--- config.mk ---
export PLATFORM = sky130hd
export DESIGN_NAME = color_spec_text_parser_unit_flat
export DESIGN_NICKNAME = d
export VERILOG_FILES = /design/src/rtl/core/csp_pkg.sv /design/src/rtl/core/csp_char_if.sv /design/src/rtl/core/csp_colour_if.sv /design/src/rtl/core/color_spec_text_parser_unit.sv /design/src/rtl/core/csp_step.sv /design/src/rtl/core/csp_result.sv /design/src/flat_wrapper.sv
export SDC_FILE = /design/constraint.sdc
export NUM_CORES = 1
export LEC_CHECK = 0
export ABC_AREA = 1
export BUFFER_PORTS_ARGS = -buffer_cell sky130_fd_sc_hd__buf_2
export CORE_MARGIN = 1.5
export CORE_UTILIZATION = 40
export CTS_CLUSTER_DIAMETER = 30
export DETAILED_ROUTE_END_ITERATION = 10
export REMOVE_ABC_BUFFERS = 1
export SLEW_MARGIN = 5
export SYNTH_ARGS = -nofsm -noshare
export SYNTH_HDL_FRONTEND = slang
export SYNTH_HIERARCHICAL = 1
export SYNTH_SLANG_ARGS = --single-unit
--- constraint.sdc ---
create_clock -name clk -period 8.8 [get_ports clk]
set_clock_uncertainty 0.1 [all_clocks]
set_input_delay 0.88 -clock clk [delete_from_list [all_inputs] [get_ports clk]]
set_output_delay 0.88 -clock clk [all_outputs]
set_load 0.01 [all_outputs]
--- src/rtl/core/csp_pkg.sv ---
`default_nettype none
// ----------------------------------------------------------------------------
// csp_pkg
// Types, constants and helper functions shared by the colour string parser.
// ----------------------------------------------------------------------------
package csp_pkg;

    localparam int MAX_TEXT   = 64;
    localparam int POS_W      = $clog2(MAX_TEXT + 5);
    localparam int NUM_NAMES  = 18;
    localparam int NAME_CHARS = 9;
    localparam int NAME_W     = 8 * NAME_CHARS;
    localparam int NUM_COMP   = 3;

    localparam logic [7:0] CH_HASH  = 8'h23;
    localparam logic [7:0] CH_SLASH = 8'h2f;
    localparam logic [7:0] CH_R     = 8'h72;

    typedef enum logic [5:0] {
        F_START    = 6'b000001,
        F_HEX      = 6'b000010,
        F_PREFIX   = 6'b000100,
        F_NAME     = 6'b001000,
        F_RGB      = 6'b010000,
        F_RGB_DONE = 6'b100000
    } form_t;

    typedef struct packed {
        form_t                             form;
        logic [POS_W-1:0]                  pos;
        logic [NUM_NAMES-1:0]              cand;
        logic [1:0]                        comp_idx;
        logic [2:0]                        first_len;
        logic [2:0]                        cur_len;
        logic [NUM_COMP-1:0][15:0]         comp;
        logic                              failed;
        logic [23:0]                       hex_acc;
        logic                              stopped;
    } parse_state_t;

    typedef struct packed {
        logic        ok;
        logic [15:0] red;
        logic [15:0] green;
        logic [15:0] blue;
    } colour_res_t;

    typedef struct packed {
        logic [NAME_W-1:0] text;
        logic [3:0]        len;
        logic [7:0]        r;
        logic [7:0]        g;
        logic [7:0]        b;
    } colour_entry_t;

    localparam parse_state_t ST_RESET = '{
        form:      F_START,
        pos:       '0,
        cand:      '1,
        comp_idx:  '0,
        first_len: '0,
        cur_len:   '0,
        comp:      '0,
        failed:    1'b0,
        hex_acc:   '0,
        stopped:   1'b0
    };

    // names padded with spaces on the right, first character in the top byte
    localparam colour_entry_t NAME_TABLE [NUM_NAMES] = '{
        '{"black    ", 4'd5, 8'h00, 8'h00, 8'h00},
        '{"red      ", 4'd3, 8'hff, 8'h00, 8'h00},
        '{"green    ", 4'd5, 8'h00, 8'hff, 8'h00},
        '{"yellow   ", 4'd6, 8'hff, 8'hff, 8'h00},
        '{"blue     ", 4'd4, 8'h00, 8'h00, 8'hff},
        '{"magenta  ", 4'd7, 8'hff, 8'h00, 8'hff},
        '{"cyan     ", 4'd4, 8'h00, 8'hff, 8'hff},
        '{"white    ", 4'd5, 8'hff, 8'hff, 8'hff},
        '{"gray     ", 4'd4, 8'h80, 8'h80, 8'h80},
        '{"grey     ", 4'd4, 8'h80, 8'h80, 8'h80},
        '{"darkgray ", 4'd8, 8'h40, 8'h40, 8'h40},
        '{"darkgrey ", 4'd8, 8'h40, 8'h40, 8'h40},
        '{"lightgray", 4'd9, 8'hc0, 8'hc0, 8'hc0},
        '{"lightgrey", 4'd9, 8'hc0, 8'hc0, 8'hc0},
        '{"orange   ", 4'd6, 8'hff, 8'ha5, 8'h00},
        '{"purple   ", 4'd6, 8'h80, 8'h00, 8'h80},
        '{"brown    ", 4'd5, 8'ha5, 8'h2a, 8'h2a},
        '{"pink     ", 4'd4, 8'hff, 8'hc0, 8'hcb}
    };

    function automatic logic [7:0] entry_char(colour_entry_t e, logic [POS_W-1:0] p);
        logic [7:0] c;
        c = 8'h00;
        if (p < POS_W'(NAME_CHARS))
        begin
            c = e.text[8 * (NAME_CHARS - 1 - int'(p)) +: 8];
        end
        return c;
    endfunction

    function automatic logic [7:0] prefix_char(logic [1:0] p);
        logic [7:0] c;
        unique case (p)
            2'd0:    c = 8'h72;
            2'd1:    c = 8'h67;
            2'd2:    c = 8'h62;
            default: c = 8'h3a;
        endcase
        return c;
    endfunction

    // {valid, value}
    function automatic logic [4:0] hex_digit(logic [7:0] c);
        logic [7:0] t;
        logic [4:0] d;
        d = 5'd0;
        if (c >= 8'h30 && c <= 8'h39)
        begin
            t = c - 8'h30;
            d = {1'b1, t[3:0]};
        end
        else if (c >= 8'h61 && c <= 8'h66)
        begin
            t = c - 8'h57;
            d = {1'b1, t[3:0]};
        end
        else if (c >= 8'h41 && c <= 8'h46)
        begin
            t = c - 8'h37;
            d = {1'b1, t[3:0]};
        end
        return d;
    endfunction

    function automatic parse_state_t close_component(parse_state_t s);
        parse_state_t t;
        t = s;
        if (s.comp_idx != 2'd3)
        begin
            if (s.comp_idx == 2'd0)
            begin
                t.first_len = s.cur_len;
            end
            else if (s.cur_len != s.first_len)
            begin
                t.failed = 1'b1;
            end
            if (s.cur_len > 3'd4)
            begin
                t.comp[s.comp_idx] = '0;
            end
            t.comp_idx = s.comp_idx + 2'd1;
            t.cur_len  = '0;
            if (t.comp_idx == 2'd3)
            begin
                t.form = F_RGB_DONE;
            end
        end
        return t;
    endfunction

endpackage
`default_nettype wire

--- src/rtl/core/csp_char_if.sv ---
`default_nettype none
// ----------------------------------------------------------------------------
// csp_char_if
// Character channel: one string byte and its end mark per item.
// ----------------------------------------------------------------------------
interface csp_char_if;
    logic       valid;
    logic       ready;
    logic [7:0] ch;
    logic       end_of_text;

    modport source (output valid, ch, end_of_text, input ready);
    modport sink   (input valid, ch, end_of_text, output ready);
endinterface
`default_nettype wire

--- src/rtl/core/csp_colour_if.sv ---
`default_nettype none
// ----------------------------------------------------------------------------
// csp_colour_if
// Colour result channel: valid flag and 16-bit red, green and blue per item.
// ----------------------------------------------------------------------------
interface csp_colour_if;
    logic        valid;
    logic        ready;
    logic        ok;
    logic [15:0] red;
    logic [15:0] green;
    logic [15:0] blue;

    modport source (output valid, ok, red, green, blue, input ready);
    modport sink   (input valid, ok, red, green, blue, output ready);
endinterface
`default_nettype wire

--- src/rtl/core/color_spec_text_parser_unit.sv ---
`default_nettype none
// ----------------------------------------------------------------------------
// color_spec_text_parser_unit
// Colour string parser: #RGB, #RRGGBB, rgb:R/G/B and 18 colour names.
//
// chars  (sink):   one character item per cycle unless ready is low, end_of_text
//                  on the last one. a zero byte ends the string; later bytes
//                  up to the end mark are ignored.
// colour (source): one item per string, ok with red, green and blue; all
//                  channels are zero when ok is low.
// The result item is built as the final character leaves the input
// register, then held in the result register.
// Throughput: one character per cycle unless a final character is held,
// set by the combinational update between input register and parser state.
// While a result waits, characters of the next string keep flowing; only
// the next final character holds in the input register until the result
// register is taken. ready of chars then follows ready of colour.
// Reset: all parser state returns to the start of string, both registers
// empty. The state also returns to it after every result.
// ----------------------------------------------------------------------------
module color_spec_text_parser_unit (
    input  wire logic     clk,
    input  wire logic     rst_n,
    csp_char_if.sink      chars,
    csp_colour_if.source  colour
);
    import csp_pkg::*;

    logic         in_vld_reg;
    logic [7:0]   ch_reg;
    logic         eot_reg;
    parse_state_t st_reg;
    parse_state_t st_next;
    logic         out_vld_reg;
    colour_res_t  res_reg;
    colour_res_t  res_next;
    logic         res_free;
    logic         adv;

    csp_step u_step (
        .st      (st_reg),
        .ch      (ch_reg),
        .st_next (st_next)
    );

    csp_result u_result (
        .st  (st_next),
        .res (res_next)
    );

    assign res_free     = !out_vld_reg || colour.ready;
    assign adv          = in_vld_reg && (!eot_reg || res_free);
    assign chars.ready  = !in_vld_reg || adv;

    assign colour.valid = out_vld_reg;
    assign colour.ok    = res_reg.ok;
    assign colour.red   = res_reg.red;
    assign colour.green = res_reg.green;
    assign colour.blue  = res_reg.blue;

    always_ff @(posedge clk or negedge rst_n)
    begin
        if (!rst_n)
        begin
            in_vld_reg  <= 1'b0;
            st_reg      <= ST_RESET;
            out_vld_reg <= 1'b0;
        end
        else
        begin
            if (chars.ready)
                in_vld_reg <= chars.valid;
            if (adv)
                st_reg <= eot_reg ? ST_RESET : st_next;
            if (adv && eot_reg)
                out_vld_reg <= 1'b1;
            else if (colour.ready)
                out_vld_reg <= 1'b0;
        end
    end

    always_ff @(posedge clk)
    begin
        if (chars.ready && chars.valid)
        begin
            ch_reg  <= chars.ch;
            eot_reg <= chars.end_of_text;
        end
        if (adv && eot_reg)
            res_reg <= res_next;
    end

    // a new result only after a final character has left the input register
    a_res_from_eot: assert property (@(posedge clk) disable iff (!rst_n)
        $rose(out_vld_reg) |-> $past(adv && eot_reg))
        else $error("result raised without a final character");

    // an invalid colour carries zero intensities
    a_zero_when_bad: assert property (@(posedge clk) disable iff (!rst_n)
        out_vld_reg && !res_reg.ok |->
            res_reg.red == 16'h0 && res_reg.green == 16'h0 && res_reg.blue == 16'h0)
        else $error("invalid colour with nonzero intensity");

    // input stalls only behind a waiting result
    a_stall_cause: assert property (@(posedge clk) disable iff (!rst_n)
        !chars.ready |-> in_vld_reg && eot_reg && out_vld_reg && !colour.ready)
        else $error("input stalled without a waiting result");

    // parser state is back at the start of string after each result
    a_state_cleared: assert property (@(posedge clk) disable iff (!rst_n)
        $past(adv && eot_reg) |-> st_reg == ST_RESET)
        else $error("parser state not cleared after result");

endmodule
`default_nettype wire

--- src/rtl/core/csp_step.sv ---
`default_nettype none
// ----------------------------------------------------------------------------
// csp_step
// Parser state update for one character: name filter, form tracking,
// hex and rgb component collection.
// ----------------------------------------------------------------------------
module csp_step (
    input  csp_pkg::parse_state_t st,
    input  logic [7:0]            ch,
    output csp_pkg::parse_state_t st_next
);
    import csp_pkg::*;

    logic [7:0] lc;
    logic [4:0] dig;

    assign lc  = (ch >= 8'h41 && ch <= 8'h5a) ? ch + 8'h20 : ch;
    assign dig = hex_digit(ch);

    always_comb
    begin
        st_next = st;
        if (!st.stopped)
        begin
            if (ch == 8'h00)
            begin
                st_next.stopped = 1'b1;
            end
            else
            begin
                for (int i = 0; i < NUM_NAMES; i++)
                begin
                    if (st.pos >= POS_W'(NAME_TABLE[i].len) ||
                        entry_char(NAME_TABLE[i], st.pos) != lc)
                    begin
                        st_next.cand[i] = 1'b0;
                    end
                end

                unique case (st.form)
                    F_START:
                    begin
                        if (ch == CH_HASH)
                            st_next.form = F_HEX;
                        else if (ch == CH_R)
                            st_next.form = F_PREFIX;
                        else
                            st_next.form = F_NAME;
                    end
                    F_PREFIX:
                    begin
                        if (st.pos < POS_W'(4) && ch == prefix_char(st.pos[1:0]))
                        begin
                            if (st.pos == POS_W'(3))
                                st_next.form = F_RGB;
                        end
                        else
                        begin
                            st_next.form = F_NAME;
                        end
                    end
                    F_HEX:
                    begin
                        if (!dig[4])
                            st_next.failed = 1'b1;
                        else
                            st_next.hex_acc = {st.hex_acc[19:0], dig[3:0]};
                    end
                    F_RGB:
                    begin
                        if (ch == CH_SLASH)
                        begin
                            if (st.cur_len != 3'd0)
                                st_next = close_component(st_next);
                        end
                        else
                        begin
                            if (!dig[4])
                                st_next.failed = 1'b1;
                            if (st.cur_len < 3'd5)
                                st_next.cur_len = st.cur_len + 3'd1;
                            if (st.comp_idx != 2'd3 && dig[4])
                                st_next.comp[st.comp_idx] =
                                    {st.comp[st.comp_idx][11:0], dig[3:0]};
                        end
                    end
                    F_NAME, F_RGB_DONE:
                    begin
                    end
                    default:
                    begin
                    end
                endcase

                if (st.pos != '1)
                    st_next.pos = st.pos + POS_W'(1);
            end
        end
    end

endmodule
`default_nettype wire

--- src/rtl/core/csp_result.sv ---
`default_nettype none
// ----------------------------------------------------------------------------
// csp_result
// End of string evaluation: checks the collected form and builds the
// 16-bit colour result.
// ----------------------------------------------------------------------------
module csp_result (
    input  csp_pkg::parse_state_t st,
    output csp_pkg::colour_res_t  res
);
    import csp_pkg::*;

    parse_state_t fin;
    logic         found;

    assign fin = (st.form == F_RGB && st.cur_len != 3'd0) ? close_component(st) : st;

    always_comb
    begin
        res   = '0;
        found = 1'b0;
        if (st.form == F_HEX)
        begin
            if (!st.failed && st.pos == POS_W'(4))
            begin
                res.ok    = 1'b1;
                res.red   = {4{st.hex_acc[11:8]}};
                res.green = {4{st.hex_acc[7:4]}};
                res.blue  = {4{st.hex_acc[3:0]}};
            end
            else if (!st.failed && st.pos == POS_W'(7))
            begin
                res.ok    = 1'b1;
                res.red   = {2{st.hex_acc[23:16]}};
                res.green = {2{st.hex_acc[15:8]}};
                res.blue  = {2{st.hex_acc[7:0]}};
            end
        end
        else if (st.form == F_RGB || st.form == F_RGB_DONE)
        begin
            if (!fin.failed && fin.comp_idx == 2'd3 &&
                (fin.first_len == 3'd2 || fin.first_len == 3'd4) &&
                fin.pos >= POS_W'(4) &&
                (fin.pos - POS_W'(4)) < POS_W'(MAX_TEXT))
            begin
                res.ok = 1'b1;
                if (fin.first_len == 3'd2)
                begin
                    res.red   = {2{fin.comp[0][7:0]}};
                    res.green = {2{fin.comp[1][7:0]}};
                    res.blue  = {2{fin.comp[2][7:0]}};
                end
                else
                begin
                    res.red   = fin.comp[0];
                    res.green = fin.comp[1];
                    res.blue  = fin.comp[2];
                end
            end
        end
        else
        begin
            for (int i = 0; i < NUM_NAMES; i++)
            begin
                if (!found && st.cand[i] && POS_W'(NAME_TABLE[i].len) == st.pos)
                begin
                    found     = 1'b1;
                    res.ok    = 1'b1;
                    res.red   = {2{NAME_TABLE[i].r}};
                    res.green = {2{NAME_TABLE[i].g}};
                    res.blue  = {2{NAME_TABLE[i].b}};
                end
            end
        end
    end

endmodule
`default_nettype wire
--- src/flat_wrapper.sv ---
// flat-port wrapper written by rule: the top's interface ports become plain ports
module color_spec_text_parser_unit_flat import csp_pkg::*;
  (clk, rst_n, chars_valid, chars_ch, chars_end_of_text, chars_ready, colour_valid, colour_ok, colour_red, colour_green, colour_blue, colour_ready);
  csp_char_if chars_i ();
  csp_colour_if colour_i ();
  input  wire logic clk;
  input  wire logic rst_n;
  input wire logic [$bits(chars_i.valid)-1:0] chars_valid;
  input wire logic [$bits(chars_i.ch)-1:0] chars_ch;
  input wire logic [$bits(chars_i.end_of_text)-1:0] chars_end_of_text;
  output wire logic [$bits(chars_i.ready)-1:0] chars_ready;
  output wire logic [$bits(colour_i.valid)-1:0] colour_valid;
  output wire logic [$bits(colour_i.ok)-1:0] colour_ok;
  output wire logic [$bits(colour_i.red)-1:0] colour_red;
  output wire logic [$bits(colour_i.green)-1:0] colour_green;
  output wire logic [$bits(colour_i.blue)-1:0] colour_blue;
  input wire logic [$bits(colour_i.ready)-1:0] colour_ready;
  assign chars_i.valid = chars_valid;
  assign chars_i.ch = chars_ch;
  assign chars_i.end_of_text = chars_end_of_text;
  assign chars_ready = chars_i.ready;
  assign colour_valid = colour_i.valid;
  assign colour_ok = colour_i.ok;
  assign colour_red = colour_i.red;
  assign colour_green = colour_i.green;
  assign colour_blue = colour_i.blue;
  assign colour_i.ready = colour_ready;
  color_spec_text_parser_unit u_core (.clk(clk), .rst_n(rst_n), .chars(chars_i), .colour(colour_i));
endmodule
Word level (Yosys, flattened, before mapping)
Cells that the tools add are included.
{ "totals": {"inputBits": 13, "ff_bits": 173, "output_inout_bits": 51, "word_cells": 466} }
{ "op_classes": {"shift": 18, "n_lt_le_gt_ge": 25, "eq_ne": 50, "n_addsub": 10, "n_reduce_logical": 105, "n_bitwise": 4, "n_mux": 234} }
{ "ops": {"columns": ["cell", "count"], "rows": [
  ["72-bit by 11-bit variable part select with 8-bit output (first input constant)", 18],
  ["49-bit two-way mux", 23],
  ["8-bit two-way mux", 58],
  ["113-bit two-way mux", 3],
  ["48-bit two-way mux", 4],
  ["8-bit != test", 18],
  ["1-bit two-way mux", 114],
  ["57-bit two-way mux", 2],
  ["112-bit two-way mux", 1],
  ["48-bit AND", 2],
  ["48-bit NOT", 2],
  ["82-bit two-way mux", 1],
  ["81-bit two-way mux", 1],
  ["16-bit demux with 2-bit select", 2],
  ["1-bit logical AND", 53],
  ["52-bit two-way mux", 1],
  ["25-bit one-hot mux with 2 select lines", 1],
  ["48-bit bitwise mux", 1],
  ["36-bit two-way mux", 1],
  ["7-bit by 3-bit >= comparator with 1-bit output (second input constant)", 5],
  ["16-bit binary-select mux with 2-bit select", 1],
  ["16-bit two-way mux", 2],
  ["6-bit two-way mux", 5],
  ["3-bit by 7-bit == test with 1-bit output (first input constant)", 4],
  ["other kinds (55)", 123]
]} }

Longest topological paths before layout
Gate-level depths: netlist of the first run.
{ "logic_depth": {"word_depth": 123, "ltp_mapped": 33, "ltp_nobuf": 30} }

Cells and area by module
The synthesis of the first run kept the hierarchy.
{ "by_module_without_submodules": {"columns": ["module", "cells_per_inst", "seq_area_each_um2", "area_each_um2", "instances"], "rows": [
  ["color_spec_text_parser_unit", 591, 4643.2, 6279.8, 1],
  ["csp_step", 939, 0.0, 4753.3, 1],
  ["csp_result", 547, 0.0, 2498.6, 1]
]} }

Least setup slack after synthesis of the first run
Ideal clock, no wire load.
{ "synth_path": {"kind": "reg-to-reg", "startpoint": "register u_core/st_reg[100] in the netlist's numbering", "endpoint": "register u_core.res_reg, in the netlist u_core/colour.green[15] (data pin)", "t_required_ps": 8447, "path_slack_ps": 4668, "period_less_slack_ps": 4132, "setup_time_ps": 253, "n_path_buf": 4, "stages_incl_launch_ff": 28, "arrival_ps": 3779, "cell_sequence": "dfrtp_1 > buf_4 > inv_6 > buf_2 > ha_1 > buf_2 > xnor2_1 > nor4_1 > nand4_1 > nor3_1 > nand2_1 > a31oi_1 > inv_1 > nor3_4 > nand2_2 > nor3_4 > nand2_1 > o21ai_1 > nor2_1 > nand2_2 > nand2_4 > nand2_4 > inv_4 > buf_8 > nand2_2 > nand3_1 > nand2_1 > nand2_1"} }
{ "synth_lines": {"columns": ["element", "line", "rtl"], "rows": [
  ["start, declared", "color_spec_text_parser_unit.sv:32", "parse_state_t st_reg;"],
  ["start signal, assigned", "color_spec_text_parser_unit.sv:74", "st_reg <= eot_reg ? ST_RESET : st_next;"],
  ["end signal, assigned", "color_spec_text_parser_unit.sv:90", "res_reg <= res_next;"],
  ["end, declared", "color_spec_text_parser_unit.sv:35", "colour_res_t res_reg;"]
]} }

==> flow_summary_export.csv, run 1 <==
group,metric,value,unit
setup_path,worst-path-buf-inv,5,
setup_path,critPathMaxStageDelay,800,ps
setup_path,cp_common_cell,"nand2_1",
floorplan,start_util,40.5,%
placed_design,dpl.hpwl,32800,um
clock_network,clockBufferDepth,2,
power,p_leak,0.00722,uW
drt,avgViaCountPerCell,5.49,
floorplan,io_pins,64,
placed_design,detailed_place.area,14000,um^2
global_routing,antenna_found_initial,0,
yosys,synthCells,2077,
yosys,yosys.area.top_type,"nand2_1",
drt,dr_total_vias,13935,
timing,setup_ws,2360,ps
drt,wl_per_cell,17.8,um
drt,drc,0,
setup_path,path_class,"reg -> reg",
global_routing,grt_usage,26.1,%
global_routing,grt_pass1_wl,72400,um
global_routing,overflow,0,
power,total_power,3050,uW
layout,diodes,0,
clock_network,cts_root_buf,"clkbuf_16",
yosys,synthArstFlopShare,66.5,%
power,ir_worst_vdd,146,uV
worst_hold_path,hold_class,"in -> async",
yosys,synth-main-ff-cell,"dfrtp_1",
layout,final_area,14600,um^2
drt,dr.pass1.iters,6,
yosys,synth_enable_flop_cells,58,
layout,layout.nets,2106,
timing,setup_viol,0,
yosys,yosys-top-cells-area,"nand2_1 23%, dfrtp_1 18%, edfxtp_1 13%",
placed_design,io_buffers,63,
floorplan,rows,67,
setup_path,cp.required,8900,ps
layout,largest_register_ffs,113,
timing,fin_crit_sh,73.2,%
clock_network,cts_tree,"yes",
floorplan,dieArea,34900,um^2
power,swShare,43.3,%
clock_network,h-tree-depth,4,
drt,drt_iter0_drc,1373,
global_routing,grt_max_degree,82,
power,powerDensity,208,nW/um^2
yosys,yosysTopAreaCellShare,22.9,%
timing,final_period_minus_worst_setup_slack,6440,ps
setup_path,endpoint_kind,"flip-flop",
timing,max_freq,155,MHz
floorplan,die_width,187,um
power,p_switching,1320,uW
clock_network,hold_buffers,0,
timing,finalMaxSlewViolations,0,
timing,holdWs,348,ps
floorplan,die_h,187,um
drt,drt_wl_total,45100,um
power,pwr-share-comb,41.5,%
status,status,"complete, no violations",
clock_network,ctsResizeCount,0,
setup_path,cp-start-kind,"flip-flop",
clock_network,cts.sinks,173,
setup_path,arrival,6540,ps
yosys,seq_area_frac_synth,34.3,%
clock_network,numCtsBuffers,17,
timing,finalSetupTns,0,ps
yosys,yosysWarnings,6,
timing,hold_violations,0,
yosys,ys_seq_elements,173,
yosys,synth_cell_types,58,
global_routing,grt_pass1_vias,13053,
timing,rsz0062_at_grt,"false",
placed_design,post-place-ws,2560,ps
setup_path,cp_top_family,"simple AND/OR/NAND/NOR gates",
setup_path,critPathSlowestCell,"edfxtp_1",
power,seqPwrFrac,31.0,%
layout,drive_above_1_share,10.4,%
clock_network,cts_setup_buffers,0,
power,clkPwrFrac,27.4,%
timing,slew_headroom,15.8,%
floorplan,core,33400,um^2
yosys,netlist_area,13500,um^2
power,p_int,1730,uW
run,maxCapViolations,0,
layout,area_growth,8.25,%
timing,worst_slew_pin_slew,1260,ps
clock_network,clk_latency,440,ps
yosys,avgSynthCellArea,6.52,um^2
clock_network,clkTransAtPathRegs,70,ps
placed_design,routabilityCongestion,0.970,
drt,ant_nets,0,
setup_path,crit_fanout,43,
## metrics by stage
step / utilization (%) / cells
global route: 43.8 / 2540
floorplan: - / 1988
global placement: 41.9 / 2508
detailed placement: 41.9 / 2508
CTS: 43.8 / 2540
finish: 43.8 / 2540
## layer usage
layer | wire [um] | track usage, % | part of all wire (%) | vias up
met2 | 20300 | 41.7 | 45 | 582
li1 | - | - | - | 6694
met1 | 20500 | 36.6 | 45 | 6584
met3 | 3230 | 3.47 | 7.2 | 75
met4 | 1120 | 8.06 | 2.5 | 0
met5 | 0 | 0 | 0 | -
## power groups by stage
stage          clock network, uW  registers (uW)  logic [uW]
2_1_floorplan                  0             953         903
3_3_place_gp                   0             961        1240
3_5_place_dp                   0             961        1240
4_1_cts                      858             946        1250
5_1_grt                      888             954        1410
6_report                     838             947        1270
## final cells by class
cell class | count | area (um^2)
well taps | 448 | 561
repair buffers | 72 | 385
clock inverters | 13 | 174
clock buffers | 19 | 475
fillers | 3537 | 18800
inverters | 234 | 891
flip-flops and latches | 173 | 4640
multi-input cells | 1581 | 7520
## logic make-up after synthesis
logic type	synth area share, %
simple gates	41.6
buf+inv	10.3
compound gates	10.7
flops	34.3
xor+xnor	1.76
fa+ha+maj	1.29
## cells in the mapped netlist, types with 2 or more instances
cell type / n
buf_6: 9
nand4_1: 27
ha_1: 14
o21a_1: 3
nor2_4: 5
xor2_1: 20
inv_2: 11
buf_1: 4
xnor2_1: 4
nand4_2: 3
nor3_4: 2
nor2_1: 141
a21oi_1: 39
a21boi_1: 13
nor2_2: 8
o211ai_1: 5
dfrtp_1: 96
clkinv_1: 4
buf_2: 37
a32oi_1: 2
nor4_1: 4
nor3_2: 3
nand2_2: 22
o21bai_1: 4
o22ai_1: 53
edfxtp_1: 58
nor2_8: 2
nor3_1: 18
a21oi_2: 2
or2_2: 2
o21ai_1: 11
nand2_4: 10
o21ai_0: 103
buf_4: 11
a31oi_1: 12
nand2_1: 827
nand3_2: 10
nand3_1: 196
dfstp_2: 19
inv_1: 216
nand3b_1: 4
clkbuf_1: 27
## path summary, 6_finish.rpt
kind / slack (ps) / end / from / depth (start not counted)
max: 2360 / u_core/colour.red[14] / u_core/ch_reg[1] / 25
min: 350 / u_core/st_reg[22] / rst_n / 1
max reg2reg: 2360 / u_core/colour.red[14] / u_core/ch_reg[1] / 25
min reg2reg: 360 / u_core/st_reg[86] / u_core/st_reg[86] / 2
max in group asynchronous: 6880 / u_core/st_reg[66] / rst_n / 2
min in group clk: 360 / u_core/st_reg[86] / u_core/st_reg[86] / 2
## cell usage in the layout, fill, tap and decap left out, types with 3 or more instances in the layout
master / n
a21boi_1: 13
a21oi_1: 39
a31oi_1: 12
buf_2: 62
buf_4: 10
bufinv_16: 3
clkbuf_16: 19
clkinv_1: 5
clkinv_4: 3
dfrtp_1: 96
dfstp_2: 19
edfxtp_1: 58
ha_1: 14
inv_1: 215
inv_2: 12
inv_6: 4
nand2_1: 826
nand2_2: 22
nand2_4: 11
nand3_1: 196
nand3_2: 10
nand3b_1: 4
nand4_1: 27
nand4_2: 3
nor2_1: 140
nor2_2: 8
nor2_4: 6
nor3_1: 18
nor3_2: 3
nor4_1: 3
o211ai_1: 5
o21a_1: 3
o21ai_0: 103
o21ai_1: 11
o21bai_1: 4
o22ai_1: 53
xnor2_1: 4
xor2_1: 20
(Power assumes the default switching activity.)
==> run 2: changes to the inputs <==
- clock period: 8.8 -> 5.4 ns (I/O delays scaled with it)
==> run 2 against run 1 <==
- worst hold slack got worse by 210 ps
- die area did not move
- first-iteration DRC count fell by 4.2%
- core utilization rose by 0.79 points
- fmax rose by 33%
- via count rose by 0.67%
- register-to-register slack got worse by 1800 ps
- total power rose by 65%
- cell count rose by 1.4%
- sequential cell count did not move
==> flow_summary_export.csv, run 2 (synthesis gave the netlist of run 1 again) <==
group,metric,value,unit
layout,diodes,0,
global_routing,overflow,0,
setup_path,endpoint_kind,"flip-flop",
clock_network,clk_latency,450,ps
floorplan,die_h,187,um
placed_design,dpl.hpwl,34800,um
timing,slew_headroom,30.6,%
clock_network,hold_buffers,0,
timing,finalMaxSlewViolations,0,
floorplan,dieArea,34900,um^2
timing,max_freq,207,MHz
setup_path,rr_worst_depth,21,
timing,rsz0062_at_grt,"false",
layout,final_common_cell,"nand2_1",
floorplan,core,33400,um^2
status,status,"complete, no violations",
setup_path,path_cells,"inv_1 -> ha_1 -> inv_1 -> nand4_2 -> nand3_1 -> nand2_1 -> nor2_1 -> nand3_1 -> a21boi_1 -> nand3_1 -> nand2_1 -> nor2_2 -> nand3_1 -> a21oi_1 -> nor2_1 -> inv_1 -> a21oi_1 -> or2_2 -> o21ai_0 -> nand2_1 -> nand2_1",
drt,wl_per_cell,18.3,um
layout,nFillCells,3478,
drt,drt_wl_total,47200,um
clock_network,cts_setup_buffers,0,
placed_design,routabilityCongestion,0.944,
global_routing,grt_usage,27.4,%
clock_network,ctsResizeCount,0,
timing,finalSetupTns,0,ps
clock_network,cts_tree,"yes",
setup_path,cp.required,5500,ps
drt,drt_iter0_drc,1316,
setup_path,path_class,"reg -> reg",
drt,drc,0,
power,p_int,2870,uW
drt,ant_nets,0,
timing,fin_crit_sh,89.5,%
global_routing,antenna_found_initial,0,
power,clkPwrFrac,27.2,%
power,p_leak,0.00740,uW
drt,dr_total_vias,14029,
layout,final_area,14900,um^2
floorplan,die_width,187,um
layout,area_growth,10.2,%
setup_path,r2r-start,"u_core/st_reg[101]",
setup_path,reg2reg_slack,570,ps
floorplan,rows,67,
floorplan,start_util,40.5,%
power,swShare,43.1,%
clock_network,cts.sinks,173,
layout,layout.nets,2142,
timing,setup_viol,0,
drt,avgViaCountPerCell,5.45,
worst_hold_path,hold_class,"in -> async",
run,maxCapViolations,0,
setup_path,arrival,4940,ps
power,p_switching,2170,uW
timing,worst_slew_pin_slew,1040,ps
global_routing,grt_max_degree,73,
drt,dr.pass1.iters,5,
floorplan,io_pins,64,
setup_path,critPathMaxStageDelay,660,ps
power,seqPwrFrac,30.2,%
layout,most-common-layout-cells,"826 x nand2_1, 215 x inv_1, 196 x nand3_1",
timing,hold_violations,0,
clock_network,clkTransAtPathRegs,70,ps
clock_network,clockBufferDepth,2,
timing,final_period_minus_worst_setup_slack,4830,ps
setup_path,cp-start-kind,"flip-flop",
clock_network,cts_root_buf,"clkbuf_16",
clock_network,h-tree-depth,4,
global_routing,grt_pass1_wl,75200,um
layout,drive_above_1_share,11.8,%
power,pwr-share-comb,42.6,%
placed_design,place_inst,2544,
placed_design,io_buffers,63,
power,powerDensity,338,nW/um^2
layout,final_cells,2576,
setup_path,crit_fanout,21,
clock_network,numCtsBuffers,17,
global_routing,grt_pass1_vias,13222,
layout,fin_util,44.6,%
setup_path,worstReg2RegEnd,"u_core/colour.green[10]",
placed_design,detailed_place.area,14300,um^2
setup_path,critPathSlowestCell,"nand4_2",
power,ir_worst_vdd,239,uV
layout,largest_register_ffs,113,
run 2: changes by cell type in the layout (fill, tap and decap cells not counted):
cell and delta:
buf_4 +36, clkinvlp_4 -1, inv_8 -1, clkbuf_8 +1, clkbuf_1 +2, inv_6 -1
run 2: worst max-delay path: cells and delay by family, from the launching register on:
| kind | cells | cell delay (ps) |
|---|---|---|
| buffers and inverters | 3 | 620 |
| DFF | 1 | 550 |
| adders and majority gates | 1 | 310 |
| AOI/OAI and AO/OA | 4 | 620 |
| and+or+nand+nor | 13 | 2370 |
run 2: layout make-up:
type / count / area [um^2] / share of cell area, %
clock inverter: 10 / 146 / 0.982
sequential: 173 / 4640 / 31.1
multi-input combinational: 1581 / 7520 / 50.4
inverter: 234 / 891 / 5.97
clock buffer: 22 / 497 / 3.33
tap: 448 / 561 / 3.76
timing repair buffer: 108 / 656 / 4.40
run 2: power groups by stage:
stage / sequential (uW) / combinational [uW] / clock (uW)
after floorplan: 1550 / 1470 / 0
after global placement: 1550 / 2100 / 0
after detailed placement: 1550 / 2100 / 0
after CTS: 1520 / 2100 / 1390
after global routing: 1540 / 2390 / 1450
final: 1520 / 2150 / 1370
run 2: stage by stage:
step | power [uW] | setup WS [ps] | hold slack (ps)
after floorplan | 3020 | -512 | 144
after global placement | 3640 | 692 | 348
after detailed placement | 3640 | 676 | 352
after CTS | 5020 | 665 | 140
after global routing | 5370 | 117 | 138
final | 5040 | 567 | 136
run 2: per-layer routing:
metal	global-route usage, %	wire, um	up-vias	part of all wire (%)
met5	0	0	-	0
li1	-	-	6747	-
met3	4.93	3640	82	7.7
met1	39.4	21900	6633	46
met4	9.34	1210	0	2.6
met2	41.3	20400	567	43
run 2: how the worst max path moves through the flow:
stage	from	endpoint	slack [ps]	depth (start not counted)
final	u_core/st_reg[101]	u_core/colour.green[10]	570	21
after global routing	u_core/st_reg[101]	u_core/colour.green[10]	120	23
after CTS	u_core/st_reg[101]	u_core/colour.green[10]	660	21
after detailed placement	u_core/st_reg[101]	u_core/colour.green[10]	680	22
after global placement	u_core/st_reg[101]	u_core/colour.green[10]	690	22
after floorplan	u_core/st_reg[100]	u_core/colour.blue[0]	-510	16
